**config.mk**
```make
export PLATFORM = sky130hd
export DESIGN_NAME = asf_data_packet_parser_unit
export DESIGN_NICKNAME = d
export VERILOG_FILES = /design/src/rtl/core/asf_pkg.sv /design/src/rtl/core/asf_front.sv /design/src/rtl/core/asf_queue.sv /design/src/rtl/core/asf_back.sv /design/src/rtl/core/asf_data_packet_parser_unit.sv
export SDC_FILE = /design/constraint.sdc
export NUM_CORES = 2
export LEC_CHECK = 0
export BUFFER_PORTS_ARGS = -buffer_cell sky130_fd_sc_hd__buf_2
export CAP_MARGIN = 40
export CORE_ASPECT_RATIO = 0.6
export CORE_MARGIN = 1
export CORE_UTILIZATION = 25
export CTS_CLUSTER_DIAMETER = 40
export DETAILED_ROUTE_END_ITERATION = 12
export SLEW_MARGIN = 0
export SYNTH_ARGS = -nofsm -noshare
export SYNTH_HDL_FRONTEND = slang
export SYNTH_SLANG_ARGS = --single-unit
```
**constraint.sdc**
```tcl
create_clock -name clk -period 15.8 [get_ports clk]
set_input_delay 3.16 -clock clk [delete_from_list [all_inputs] [get_ports clk]]
set_output_delay 3.16 -clock clk [all_outputs]
set_load 0.005 [all_outputs]
```
**src/rtl/core/asf_pkg.sv**
```systemverilog
// Shared types and constants for the ASF data packet parser.
package asf_pkg;

	localparam int StreamCount = 128;
	localparam int QueueDepth  = 4;
	localparam int QueueAw     = $clog2(QueueDepth);

	localparam logic [15:0] PacketSizeReset = 16'd4096;

	typedef enum logic [1:0] {
		CFG_PACKET_SIZE = 2'd0,
		CFG_PREROLL     = 2'd1,
		CFG_ENABLE_LOW  = 2'd2,
		CFG_ENABLE_HIGH = 2'd3
	} cfg_index_t;

	typedef struct packed {
		logic        status;
		logic [6:0]  stream;
		logic [31:0] obj;
		logic [31:0] offset;
		logic [31:0] ptime;
		logic        compressed;
		logic [5:0]  pidx;
		logic [7:0]  delta;
		logic [7:0]  data;
		logic        start;
		logic        last;
		logic [31:0] send;
		logic [15:0] dur;
	} job_t;

endpackage

```
**src/rtl/core/asf_front.sv**
```systemverilog
// Packet header parser: walks the byte stream and classifies payload bytes into jobs.
module asf_front (
	input  logic                              clk,
	input  logic                              arst_n,
	input  logic                              byte_ok,
	input  logic [7:0]                        data_byte,
	input  logic [15:0]                       packet_size,
	input  logic [asf_pkg::StreamCount-1:0]   stream_enable,
	output logic                              job_valid,
	output asf_pkg::job_t                     job
);

	typedef enum logic [20:0] {
		PH_FIRST   = 21'h000001,
		PH_EC      = 21'h000002,
		PH_FLAGS   = 21'h000004,
		PH_PROP    = 21'h000008,
		PH_PLEN    = 21'h000010,
		PH_SEQ     = 21'h000020,
		PH_PADL    = 21'h000040,
		PH_SEND    = 21'h000080,
		PH_DUR     = 21'h000100,
		PH_PCOUNT  = 21'h000200,
		PH_STREAM  = 21'h000400,
		PH_OBJ     = 21'h000800,
		PH_OFF     = 21'h001000,
		PH_REPLEN  = 21'h002000,
		PH_REP     = 21'h004000,
		PH_DELTA   = 21'h008000,
		PH_PAYLEN  = 21'h010000,
		PH_SUBLEN  = 21'h020000,
		PH_DATA    = 21'h040000,
		PH_SKIP    = 21'h080000,
		PH_PADDING = 21'h100000
	} phase_t;

	phase_t      phase_q;
	logic [15:0] bip_q;
	logic [2:0]  fbl_q;
	logic [31:0] acc_q, plen_q, padl_q, send_q, obj_q, off_q, repl_q, time_q, pl_q;
	logic [7:0]  flags_q, prop_q, delta_q, sub_q;
	logic [15:0] dur_q;
	logic [5:0]  total_q, pidx_q;
	logic [1:0]  lt_q;
	logic [6:0]  stream_q;
	logic        comp_q, firstp_q;

	phase_t      n_phase;
	logic [15:0] n_bip;
	logic [2:0]  n_fbl;
	logic [31:0] n_acc, n_plen, n_padl, n_send, n_obj, n_off, n_repl, n_time, n_pl;
	logic [7:0]  n_flags, n_prop, n_delta, n_sub;
	logic [15:0] n_dur;
	logic [5:0]  n_total, n_pidx;
	logic [1:0]  n_lt;
	logic [6:0]  n_stream;
	logic        n_comp, n_firstp;

	function automatic logic [2:0] code_width(input logic [1:0] c);
		return (c == 2'd3) ? 3'd4 : {1'b0, c};
	endfunction

	function automatic logic [2:0] width_of(input phase_t p, input logic [7:0] fl,
			input logic [7:0] pr, input logic [1:0] lt);
		logic [2:0] w;
		w = 3'd0;
		unique case (p)
			PH_PLEN:   w = code_width(fl[6:5]);
			PH_SEQ:    w = code_width(fl[2:1]);
			PH_PADL:   w = code_width(fl[4:3]);
			PH_SEND:   w = 3'd4;
			PH_DUR:    w = 3'd2;
			PH_OBJ:    w = code_width(pr[5:4]);
			PH_OFF:    w = code_width(pr[3:2]);
			PH_REPLEN: w = code_width(pr[1:0]);
			PH_PAYLEN: w = code_width(lt);
			default:   w = 3'd0;
		endcase
		return w;
	endfunction

	always_comb begin
		logic [16:0] bip_inc;
		logic [2:0]  w;
		logic [1:0]  sh;
		logic        fin_p, ent_p;
		phase_t      fp, ep;
		logic [31:0] fv;
		logic [32:0] used;
		n_phase = phase_q; n_bip = bip_q; n_fbl = fbl_q; n_acc = acc_q;
		n_plen = plen_q; n_padl = padl_q; n_send = send_q; n_obj = obj_q; n_off = off_q;
		n_repl = repl_q; n_time = time_q; n_pl = pl_q; n_flags = flags_q; n_prop = prop_q;
		n_delta = delta_q; n_sub = sub_q; n_dur = dur_q; n_total = total_q;
		n_pidx = pidx_q; n_lt = lt_q; n_stream = stream_q; n_comp = comp_q;
		n_firstp = firstp_q;
		job_valid = 1'b0;
		job = '0;
		fin_p = 1'b0; ent_p = 1'b0; fp = PH_FIRST; ep = PH_FIRST; fv = '0;
		w = '0; sh = '0; used = '0;
		bip_inc = {1'b0, bip_q} + 17'd1;
		n_bip = bip_inc[15:0];
		unique case (phase_q)
			PH_FIRST: begin
				if (data_byte[7]) begin
					if (data_byte[6:0] != 7'h02) begin
						job_valid = 1'b1;
						job.status = 1'b1;
						n_phase = PH_PADDING;
					end else begin
						n_fbl = 3'd2;
						n_phase = PH_EC;
					end
				end else begin
					n_flags = data_byte;
					n_phase = PH_PROP;
				end
			end
			PH_EC: begin
				if (fbl_q <= 3'd1) begin
					n_fbl = 3'd0;
					n_phase = PH_FLAGS;
				end else begin
					n_fbl = fbl_q - 3'd1;
				end
			end
			PH_FLAGS: begin
				n_flags = data_byte;
				n_phase = PH_PROP;
			end
			PH_PROP: begin
				n_prop = data_byte;
				ent_p = 1'b1; ep = PH_PLEN;
			end
			PH_PLEN, PH_SEQ, PH_PADL, PH_SEND, PH_DUR, PH_OBJ, PH_OFF, PH_REPLEN,
			PH_PAYLEN: begin
				w = width_of(phase_q, flags_q, prop_q, lt_q);
				sh = (w > fbl_q) ? 2'(w - fbl_q) : 2'd0;
				n_acc = acc_q | ({24'd0, data_byte} << {sh, 3'b000});
				if (fbl_q <= 3'd1) begin
					n_fbl = 3'd0;
					fin_p = 1'b1; fp = phase_q; fv = n_acc;
				end else begin
					n_fbl = fbl_q - 3'd1;
				end
			end
			PH_PCOUNT: begin
				n_total = data_byte[5:0];
				n_lt = data_byte[7:6];
				n_pidx = 6'd0;
				ent_p = 1'b1; ep = PH_STREAM;
			end
			PH_STREAM: begin
				n_stream = data_byte[6:0];
				ent_p = 1'b1; ep = PH_OBJ;
			end
			PH_REP: begin
				if (acc_q >= 32'd4 && acc_q < 32'd8)
					n_time = time_q | ({24'd0, data_byte} << {acc_q[1:0], 3'b000});
				n_acc = acc_q + 32'd1;
				if (repl_q <= 32'd1) begin
					n_repl = 32'd0;
					ent_p = 1'b1; ep = PH_PAYLEN;
				end else begin
					n_repl = repl_q - 32'd1;
				end
			end
			PH_DELTA: begin
				n_delta = data_byte;
				ent_p = 1'b1; ep = PH_PAYLEN;
			end
			PH_SUBLEN: begin
				n_sub = data_byte;
				if (pl_q != 32'd0)
					n_pl = pl_q - 32'd1;
				if (data_byte == 8'd0) begin
					ent_p = 1'b1;
					if (n_pl != 32'd0) begin
						ep = PH_SUBLEN;
					end else begin
						n_pidx = pidx_q + 6'd1;
						ep = PH_STREAM;
					end
				end else begin
					n_firstp = 1'b1;
					n_phase = PH_DATA;
				end
			end
			PH_DATA: begin
				job_valid = 1'b1;
				job.stream = stream_q;
				job.obj = obj_q;
				job.offset = off_q;
				job.ptime = time_q;
				job.compressed = comp_q;
				job.pidx = pidx_q;
				job.delta = delta_q;
				job.data = data_byte;
				job.start = firstp_q && (off_q == 32'd0);
				job.send = send_q;
				job.dur = dur_q;
				n_firstp = 1'b0;
				if (comp_q) begin
					job.last = (sub_q <= 8'd1);
					if (pl_q != 32'd0)
						n_pl = pl_q - 32'd1;
					if (sub_q <= 8'd1) begin
						n_sub = 8'd0;
						ent_p = 1'b1;
						if (n_pl != 32'd0) begin
							ep = PH_SUBLEN;
						end else begin
							n_pidx = pidx_q + 6'd1;
							ep = PH_STREAM;
						end
					end else begin
						n_sub = sub_q - 8'd1;
					end
				end else begin
					job.last = (pl_q <= 32'd1);
					n_off = off_q + 32'd1;
					if (pl_q <= 32'd1) begin
						n_pl = 32'd0;
						n_pidx = pidx_q + 6'd1;
						ent_p = 1'b1; ep = PH_STREAM;
					end else begin
						n_pl = pl_q - 32'd1;
					end
				end
			end
			PH_SKIP: begin
				if (pl_q <= 32'd1) begin
					n_pl = 32'd0;
					n_pidx = pidx_q + 6'd1;
					ent_p = 1'b1; ep = PH_STREAM;
				end else begin
					n_pl = pl_q - 32'd1;
				end
			end
			default: ;
		endcase

		// header fields that close or are absent chain through here
		for (int k = 0; k < 8; k++) begin
			if (fin_p) begin
				fin_p = 1'b0;
				ent_p = 1'b1;
				unique case (fp)
					PH_PLEN: begin n_plen = fv; ep = PH_SEQ; end
					PH_SEQ:  ep = PH_PADL;
					PH_PADL: begin n_padl = fv; ep = PH_SEND; end
					PH_SEND: begin n_send = fv; ep = PH_DUR; end
					PH_DUR: begin
						n_dur = fv[15:0];
						if (n_flags[0]) begin
							ep = PH_PCOUNT;
						end else begin
							n_total = 6'd1;
							n_pidx = 6'd0;
							n_lt = 2'd2;
							ep = PH_STREAM;
						end
					end
					PH_OBJ: begin n_obj = fv; ep = PH_OFF; end
					PH_OFF: begin n_off = fv; ep = PH_REPLEN; end
					PH_REPLEN: begin
						n_delta = 8'd0;
						n_comp = 1'b0;
						if (fv > 32'd1) begin
							n_repl = fv;
							n_acc = 32'd0;
							n_time = 32'd0;
							ep = PH_REP;
						end else if (fv == 32'd1) begin
							n_comp = 1'b1;
							n_time = n_off;
							n_off = 32'd0;
							ep = PH_DELTA;
						end else begin
							n_time = n_send;
							ep = PH_PAYLEN;
						end
					end
					PH_PAYLEN: begin
						n_pl = fv;
						if (fv == 32'd0) begin
							n_pidx = n_pidx + 6'd1;
							ep = PH_STREAM;
						end else if (!stream_enable[n_stream]) begin
							ep = PH_SKIP;
						end else if (n_comp) begin
							ep = PH_SUBLEN;
						end else begin
							n_firstp = 1'b1;
							ep = PH_DATA;
						end
					end
					default: ep = PH_PADDING;
				endcase
			end
			if (ent_p) begin
				ent_p = 1'b0;
				n_phase = ep;
				unique case (ep)
					PH_PLEN, PH_SEQ, PH_PADL, PH_SEND, PH_DUR, PH_OBJ, PH_OFF, PH_REPLEN,
					PH_PAYLEN: begin
						if (ep == PH_PAYLEN && !n_flags[0]) begin
							used = {1'b0, n_padl} + {16'd0, bip_inc};
							fin_p = 1'b1; fp = ep;
							fv = ({1'b0, n_plen} > used) ? (n_plen - used[31:0]) : 32'd0;
						end else begin
							w = width_of(ep, n_flags, n_prop, n_lt);
							if (w != 3'd0) begin
								n_fbl = w;
								n_acc = 32'd0;
							end else begin
								fin_p = 1'b1; fp = ep;
								fv = (ep == PH_PLEN) ? {16'd0, packet_size} : 32'd0;
							end
						end
					end
					PH_STREAM: begin
						if (n_pidx >= n_total)
							n_phase = PH_PADDING;
					end
					default: ;
				endcase
			end
		end

		if (bip_inc >= {1'b0, packet_size}) begin
			n_bip = 16'd0;
			n_phase = PH_FIRST;
		end
		if (!byte_ok)
			job_valid = 1'b0;
	end

	always_ff @(posedge clk or negedge arst_n) begin
		if (!arst_n) begin
			phase_q <= PH_FIRST; bip_q <= '0; fbl_q <= '0; acc_q <= '0;
			plen_q <= '0; padl_q <= '0; send_q <= '0; obj_q <= '0; off_q <= '0;
			repl_q <= '0; time_q <= '0; pl_q <= '0; flags_q <= '0; prop_q <= '0;
			delta_q <= '0; sub_q <= '0; dur_q <= '0; total_q <= '0; pidx_q <= '0;
			lt_q <= '0; stream_q <= '0; comp_q <= 1'b0; firstp_q <= 1'b0;
		end else if (byte_ok) begin
			phase_q <= n_phase; bip_q <= n_bip; fbl_q <= n_fbl; acc_q <= n_acc;
			plen_q <= n_plen; padl_q <= n_padl; send_q <= n_send; obj_q <= n_obj;
			off_q <= n_off; repl_q <= n_repl; time_q <= n_time; pl_q <= n_pl;
			flags_q <= n_flags; prop_q <= n_prop; delta_q <= n_delta; sub_q <= n_sub;
			dur_q <= n_dur; total_q <= n_total; pidx_q <= n_pidx; lt_q <= n_lt;
			stream_q <= n_stream; comp_q <= n_comp; firstp_q <= n_firstp;
		end
	end

endmodule

```
**src/rtl/core/asf_queue.sv**
```systemverilog
// Short job queue between the parser and the result stage.
module asf_queue (
	input  logic          clk,
	input  logic          arst_n,
	input  logic          push,
	input  asf_pkg::job_t push_job,
	input  logic          pop,
	output logic          full,
	output logic          not_empty,
	output asf_pkg::job_t head
);

	asf_pkg::job_t                  mem_q [asf_pkg::QueueDepth];
	logic [asf_pkg::QueueAw-1:0]    wr_q, rd_q;
	logic [asf_pkg::QueueAw:0]      cnt_q;

	assign full      = (cnt_q == (asf_pkg::QueueAw+1)'(asf_pkg::QueueDepth));
	assign not_empty = (cnt_q != '0);
	assign head      = mem_q[rd_q];

	always_ff @(posedge clk) begin
		if (push)
			mem_q[wr_q] <= push_job;
	end

	always_ff @(posedge clk or negedge arst_n) begin
		if (!arst_n) begin
			wr_q  <= '0;
			rd_q  <= '0;
			cnt_q <= '0;
		end else begin
			if (push)
				wr_q <= wr_q + 1'b1;
			if (pop)
				rd_q <= rd_q + 1'b1;
			if (push && !pop)
				cnt_q <= cnt_q + 1'b1;
			else if (pop && !push)
				cnt_q <= cnt_q - 1'b1;
		end
	end

endmodule

```
**src/rtl/core/asf_back.sv**
```systemverilog
// Result stage: presentation time arithmetic and the output register.
module asf_back (
	input  logic          clk,
	input  logic          arst_n,
	input  logic          head_valid,
	input  asf_pkg::job_t head,
	input  logic [31:0]   preroll_ms,
	input  logic          result_stall,
	output logic          pop,
	output logic          result_valid,
	output logic          status,
	output logic [6:0]    stream_id,
	output logic [31:0]   media_object,
	output logic [31:0]   object_offset,
	output logic [31:0]   presentation_ms,
	output logic [7:0]    payload_byte,
	output logic          object_start,
	output logic          last_of_payload,
	output logic [31:0]   send_time,
	output logic [15:0]   packet_duration
);

	logic        valid_q;
	logic [31:0] diff;
	logic [13:0] prod;
	logic [32:0] sum;
	logic [31:0] pres;

	assign pop = head_valid && (!valid_q || !result_stall);
	assign result_valid = valid_q;

	always_comb begin
		diff = (head.ptime > preroll_ms) ? (head.ptime - preroll_ms) : 32'd0;
		prod = head.compressed ? ({8'd0, head.pidx} * {6'd0, head.delta}) : 14'd0;
		sum  = {1'b0, diff} + {19'd0, prod};
		pres = sum[32] ? 32'hffff_ffff : sum[31:0];
	end

	always_ff @(posedge clk or negedge arst_n) begin
		if (!arst_n)
			valid_q <= 1'b0;
		else if (!valid_q || !result_stall)
			valid_q <= head_valid;
	end

	always_ff @(posedge clk) begin
		if (pop) begin
			status          <= head.status;
			stream_id       <= head.stream;
			media_object    <= head.obj;
			object_offset   <= head.offset;
			presentation_ms <= pres;
			payload_byte    <= head.data;
			object_start    <= head.start;
			last_of_payload <= head.last;
			send_time       <= head.send;
			packet_duration <= head.dur;
		end
	end

endmodule

```
**src/rtl/core/asf_data_packet_parser_unit.sv**
```systemverilog
// Top level of the ASF data packet parser: configuration registers and block wiring.
//
// Byte channel: data_byte with byte_valid/byte_stall; one byte is a beat when
// valid is high and stall is low. Result channel: one beat per forwarded payload
// byte or per rejected packet header, with result_valid/result_stall.
// Configuration: cfg_valid/cfg_ready with cfg_index and cfg_data; cfg_ready is
// always high. Write only while the block is idle.
// Throughput: one byte per cycle while byte_stall is low. The parser resolves a whole header step,
// including absent fields, in the cycle the byte arrives.
// Path: a result is registered first in the job queue (parser into the job
// queue), then in the output register (result stage into the output register).
// The four-entry job queue decouples parser and result stage; when the receiver
// stalls, the output register holds, the queue fills and then byte_stall rises.
// Reset: parser waits for the first byte of a packet, queue and output are
// empty, packet size is 4096, preroll and stream enables are zero.
module asf_data_packet_parser_unit (
	input  logic        clk,
	input  logic        arst_n,
	input  logic        byte_valid,
	output logic        byte_stall,
	input  logic [7:0]  data_byte,
	input  logic        cfg_valid,
	output logic        cfg_ready,
	input  logic [1:0]  cfg_index,
	input  logic [63:0] cfg_data,
	output logic        result_valid,
	input  logic        result_stall,
	output logic        status,
	output logic [6:0]  stream_id,
	output logic [31:0] media_object,
	output logic [31:0] object_offset,
	output logic [31:0] presentation_ms,
	output logic [7:0]  payload_byte,
	output logic        object_start,
	output logic        last_of_payload,
	output logic [31:0] send_time,
	output logic [15:0] packet_duration
);

	logic [15:0]   packet_size_q;
	logic [31:0]   preroll_q;
	logic [63:0]   en_low_q, en_high_q;
	logic          full, not_empty, pop, job_valid;
	asf_pkg::job_t job, head;

	assign cfg_ready  = 1'b1;
	assign byte_stall = full;

	always_ff @(posedge clk or negedge arst_n) begin
		if (!arst_n) begin
			packet_size_q <= asf_pkg::PacketSizeReset;
			preroll_q     <= '0;
			en_low_q      <= '0;
			en_high_q     <= '0;
		end else if (cfg_valid && cfg_ready) begin
			unique case (asf_pkg::cfg_index_t'(cfg_index))
				asf_pkg::CFG_PACKET_SIZE: packet_size_q <= cfg_data[15:0];
				asf_pkg::CFG_PREROLL:     preroll_q     <= cfg_data[31:0];
				asf_pkg::CFG_ENABLE_LOW:  en_low_q      <= cfg_data;
				asf_pkg::CFG_ENABLE_HIGH: en_high_q     <= cfg_data;
				default: ;
			endcase
		end
	end

	asf_front u_front (
		.clk           (clk),
		.arst_n        (arst_n),
		.byte_ok       (byte_valid && !byte_stall),
		.data_byte     (data_byte),
		.packet_size   (packet_size_q),
		.stream_enable ({en_high_q, en_low_q}),
		.job_valid     (job_valid),
		.job           (job)
	);

	asf_queue u_queue (
		.clk       (clk),
		.arst_n    (arst_n),
		.push      (job_valid),
		.push_job  (job),
		.pop       (pop),
		.full      (full),
		.not_empty (not_empty),
		.head      (head)
	);

	asf_back u_back (
		.clk             (clk),
		.arst_n          (arst_n),
		.head_valid      (not_empty),
		.head            (head),
		.preroll_ms      (preroll_q),
		.result_stall    (result_stall),
		.pop             (pop),
		.result_valid    (result_valid),
		.status          (status),
		.stream_id       (stream_id),
		.media_object    (media_object),
		.object_offset   (object_offset),
		.presentation_ms (presentation_ms),
		.payload_byte    (payload_byte),
		.object_start    (object_start),
		.last_of_payload (last_of_payload),
		.send_time       (send_time),
		.packet_duration (packet_duration)
	);

endmodule

```
* Word-level counts from Yosys, hierarchy flattened *
Memories as Yosys holds them, arrays and structs flattened.
Cells that the tools add are included.

word-level totals
  bits in registers = 742
  RAM bits = 708
  output and inout bits = 165
  word-level logic and storage cells = 1152
  memories = 1

memory list
  memory         depth  width  read ports  clocked after memory_dff  wr ports  RTL line         text
  u_queue.mem_q  4      177    1           0                         1         asf_queue.sv:13  asf_pkg::job_t mem_q [asf_pkg::QueueDepth];

cells by class
  add/subtract/negate cells = 37
  multiply operators = 1
  magnitude comparators = 33
  equal/unequal tests = 209
  shift operators = 2
  multiplexer cells = 762
  bitwise logic cells = 2
  reductions and logical operators = 64

operators with widths
  operator              count
  $mux 32               266
  $mux 21               94
  $pmux 21 s9           8
  $pmux 32 s2           9
  $mux 16               24
  $eq 21x12->1 const B  17
  $eq 21x13->1 const B  17
  $eq 21x14->1 const B  17
  $eq 21x17->1 const B  17
  $eq 21x5->1 const B   17
  $eq 21x6->1 const B   17
  $eq 21x7->1 const B   17
  $eq 21x8->1 const B   17
  $eq 21x9->1 const B   17
  $mux 6                56
  $logic_not 32->1      9
  $eq 32x1->1 const B   8
  $gt 32x1->1 const B   8
  $sub 32x32->32        8
  $mux 3                83
  $pmux 3 s9            9
  $add 32x17->33        7
  $gt 32x33->1          7
  $eq 21x11->1 const B  9
  76 further kinds      352

* Logic depth before layout (Yosys ltp) *
  depth in word-level cells = 130
  depth in mapped cells = 79

* By module *
A second synthesis with hierarchy kept.

unflattened totals
  cell total of the unflattened synthesis = 8429
  area total of the unflattened synthesis = 87385.1 µm²

modules (own cells, without submodules)
  module                       times used  cells each  area each (µm²)
  asf_front                    1           6239        45059.5
  asf_queue                    1           959         25918.6
  asf_back                     1           855         9754.4
  asf_data_packet_parser_unit  1           376         6652.6

* Least setup slack after synthesis *
OpenSTA, ideal clock, no wires.

  path type = input port to flip-flop
  start = in data_byte[4]
  end = reg u_front.phase_q[20]
  arrival time = 16.347 ns
  setup slack = -0.669 ns
  stages = 66
  buffers on the path = 7
  path through = clkbuf_1 > or4_1 > nor3b_1 > o311ai_0 > a211o_1 > o31ai_4 > a21bo_2 > a31oi_2 > mux2_2 > o21ba_2 > and4_1 > buf_2 > a31oi_2 > mux2i_2 > a41oi_4 > o31ai_1 > clkbuf_1 > clkbuf_1 > (+30 left out) > a2111oi_0 > nand4_1 > or4_1 > o2111ai_1 > a21boi_1 > buf_4 > mux2_2 > ha_1 > a21o_1 > a21oi_1 > nor2b_1 > o21ai_0 > nand2b_1 > a21oi_1 > nor3_1 > o21ai_0 > o21ai_0 > a32o_1

between the ends
  cells in the longest elaborated chain, start to end = 118

ends and longest elaborated chain
  element                                                                RTL line                           text
  start, declared                                                        asf_data_packet_parser_unit.sv:21  input logic [7:0] data_byte,
  parallel branches: the longest is 118 deep, another holds $gt 32x1->1  n/a
  end signal, assigned                                                   asf_front.sv:346                   phase_q <= n_phase; bip_q <= n_bip; fbl_q <= n_fbl; acc_q <= n_acc;
  end, declared                                                          asf_front.sv:37                    phase_t phase_q;

Several ways; the timed one is not identified. The select of a mux whose other input is x is not followed.
A chain may end at the register's enable or synchronous reset.

* Worst setup path after layout *
  start = in data_byte[6]
  end = reg u_front.phase_q[20]

Same word-level chain as after synthesis.

==> results.cfg <==
[status]
status = completed

[power]
pwr-share-seq = 0.199
p_sw_uw = 12000
sw_frac_of_total = 0.469
comb_power_share = 0.637
pwr-share-clk = 0.164
p_leak_uw = 0.0467
ir_drop_uv = 251
power.density_mw_per_mm2 = 231
internal-power_uw = 13600

[place]
io_buffers = 242
dp_slack_ns = -1.88
dp_hpwl_um = 321000
dp.cells = 14607
gp_congestion = 1.12

[critical_path]
endpoint_kind = register
cpMaxStageDelayCell = or4_4
criticalPathCategory = input port to register
worstPathMaxFanout = 14
cp-start-kind = input port
r2r_start = u_front.phase_q[6]
rrSetupSlack_ns = 0.26
timing.rr.end = u_front.phase_q[20]
crit_required_ns = 16.53
cp.arrival_ns = 16.38
slowest_delay_ns = 0.61
ff2ff_path_depth = 77

[clock_tree]
h-tree-depth = 4
clock_path_buffers = 4
cts_sinks = 1450
clk_pin_slew_worst_paths_ns = 0.06
cts_root_buf = clkbuf_16
cts_buffers = 181
cts_hold_buf = 0
insertion_delay_ns = 0.91
cts_tree = yes

[global_routing]
grt_util_all_layers = 0.222
grt_pass1_vias = 72529
grt_max_degree = 158
grt_remaining_overflow = 0
antenna_found_initial = 78
grt_pass1_wl_um = 568000

[finish]
finalNonFillerCells = 15012
layout-drive-gt1-share = 0.250
area_delta_synth_final_pct = 26.6
nets = 10602

[route]
wl_per_cell_um = 27.3
drt-initial-drc-count = 12366
ant_nets = 0
vias_per_cell = 5.42
dr.pass1.iters = 12
drcViolationCount = 0
vias = 81408
routed_wl_um = 410000

[logic_synthesis]
async_flop_share = 0.400
synthTopCellsByCount = 1,162 x nand2_1, 870 x edfxtp_1, 708 x o21ai_0
ys_top_cells_by_area = edfxtp_1 30%, dfrtp_1 16%, nand2_1 5.0%, ha_1 4.8%, mux4_2 4.5%
ys_types = 119
synthCells = 8798
synth_most_common_cell = nand2_1
ys_warn_count = 0
synth_edf_count = 870
synth.avg_cell_area_um2 = 9.98
syn_area_mm2 = 0.0878
ys.flop_type = edfxtp_1
yosysTopAreaCell = edfxtp_1
synth_top_area_share = 0.297
syn_nets = 9253
synth_seq_cells = 1450
seq_area_frac_synth = 0.463

[timing]
period_share = 0.990
fmaxAchievable_mhz = 63.9
tns_ns = 0
setup_violations = 0
skew_ns = 0.146
worst_pin_slew_ns = 1.09
relSlewSlack = 0.276
finalMaxSlewViolations = 0
layout_setup_ws_ns = 0.158
hold_viol_final = 0
layout_min_cycle_time_ns = 15.64

[job]
cap_violations = 0

[min_path]
hold_class = register to register
holdPathStages = 2
hold_end = u_front.obj_q[0]
min_from = u_front.obj_q[0]

[die]
core_mm2 = 0.349
die_h_um = 461
ios = 244
initial_core_util = 0.251
fp.dieW_um = 767
dieArea_mm2 = 0.354
rows = 168
## stage by stage
step           hold slack [ns]   util  cell area (µm²)  power, µW
2_1_floorplan            0.430      -            87900      12000
3_3_place_gp             0.452  0.297           104000      20100
3_5_place_dp             0.453  0.298           104000      20100
4_1_cts                  0.467  0.316           110000      24500
5_1_grt                  0.490  0.318           111000      26500
6_report                 0.460  0.318           111000      25700
## metal layers
layer,GRT usage,part of all wire,wire length [µm]
met3,0.132,0.18,73200
met2,0.255,0.34,137000
met5,0.0224,0.0040,1650
met1,0.338,0.46,189000
met4,0.0396,0.021,8630
## cell usage in the layout, fill, tap and decap left out, drive strengths merged, types with 99 or more instances in the layout
master and instances:
mux2 199, xnor2 215, dfrtp 578, edfxtp 870, a31oi 103, xor2 119
clkbuf 221, mux4 176, nand3 181, nor2b 127, ha 340, a21oi 528
nor3 213, buf 1629, inv 313, o21ai 745, nor2 644, and2 264
nand2 1163, nor4 99
## power groups by stage
stage / combinational, µW / sequential [µW] / clock (µW)
after CTS: 15200 / 5060 / 4270
after global routing: 16900 / 5130 / 4410
after floorplan: 7110 / 4890 / 0
final: 16400 / 5110 / 4210
after global placement: 15000 / 5120 / 0
after detailed placement: 15000 / 5120 / 0
## sequential cells by signal, summed over array words and instances, names as in the netlist, 16 cells and up
name	count
u_front.padl_q	32
u_back.media_object	32
u_front.time_q	32
u_front.send_q	32
u_front.plen_q	32
u_front.obj_q	32
u_front.phase_q	21
u_back.presentation_ms	32
u_front.bip_q	16
preroll_q	32
u_front.off_q	32
u_back.packet_duration	16
en_low_q	64
u_front.pl_q	32
packet_size_q	16
u_queue.mem_q	708
en_high_q	64
u_front.dur_q	16
u_front.acc_q	32
u_back.send_time	32
u_front.repl_q	32
u_back.object_offset	32
## how the worst max path moves through the flow
| stage | startpoint | end | depth (start not counted) |
|---|---|---|---|
| floorplan | data_byte[4] | u_front.phase_q[20] | 67 |
| global placement | data_byte[7] | u_front.phase_q[20] | 68 |
| detailed placement | data_byte[7] | u_front.phase_q[20] | 68 |
| CTS | data_byte[6] | u_front.phase_q[20] | 71 |
| global route | data_byte[6] | u_front.phase_q[20] | 70 |
| finish | data_byte[6] | u_front.phase_q[20] | 68 |
## cells by family (layout without fill, tap and decap cells)
logic type,count (synthesis),in the layout,share of synthesized area
AOI/OAI and AO/OA,2223,2223,0.158
xor gates and xnor gates,334,334,0.0346
adders and majority gates,376,376,0.0566
buffers and inverters,760,2254,0.0330
DFF,1450,1450,0.463
muxes,424,424,0.0763
other,1,46,0.0000427
and+or+nand+nor,3230,3230,0.179
## worst max-delay path: cells and delay by family
| kind | cells | cell delay, ns |
|---|---|---|
| AO/OA/AOI/OAI | 26 | 4.75 |
| XOR/XNOR | 2 | 0.35 |
| adder cells (fa/ha/maj) | 4 | 1.13 |
| buffers and inverters | 9 | 1.48 |
| multiplexers | 2 | 0.60 |
| AND/OR/NAND/NOR | 25 | 4.87 |
## final cells by class
type / instances / area (µm²)
Fill cell: 35985 / 238000
Antenna cell: 45 / 113
Clock inverter: 108 / 1200
Timing Repair Buffer: 1632 / 12200
Inverter: 294 / 1100
Tap cell: 4675 / 5850
Sequential cell: 1450 / 40700
Multi-Input combinational cell: 6588 / 45400
Clock buffer: 220 / 4780
## timing repair
item | in CTS | in global routing
endpoints found under the setup margin | 2 | 2
resized for setup | 50 | 130
pin swaps | 20 | 63
endpoints found under the hold margin | 0 | 0
setup buffers | 11 | 16
(Power assumes the default switching activity.)
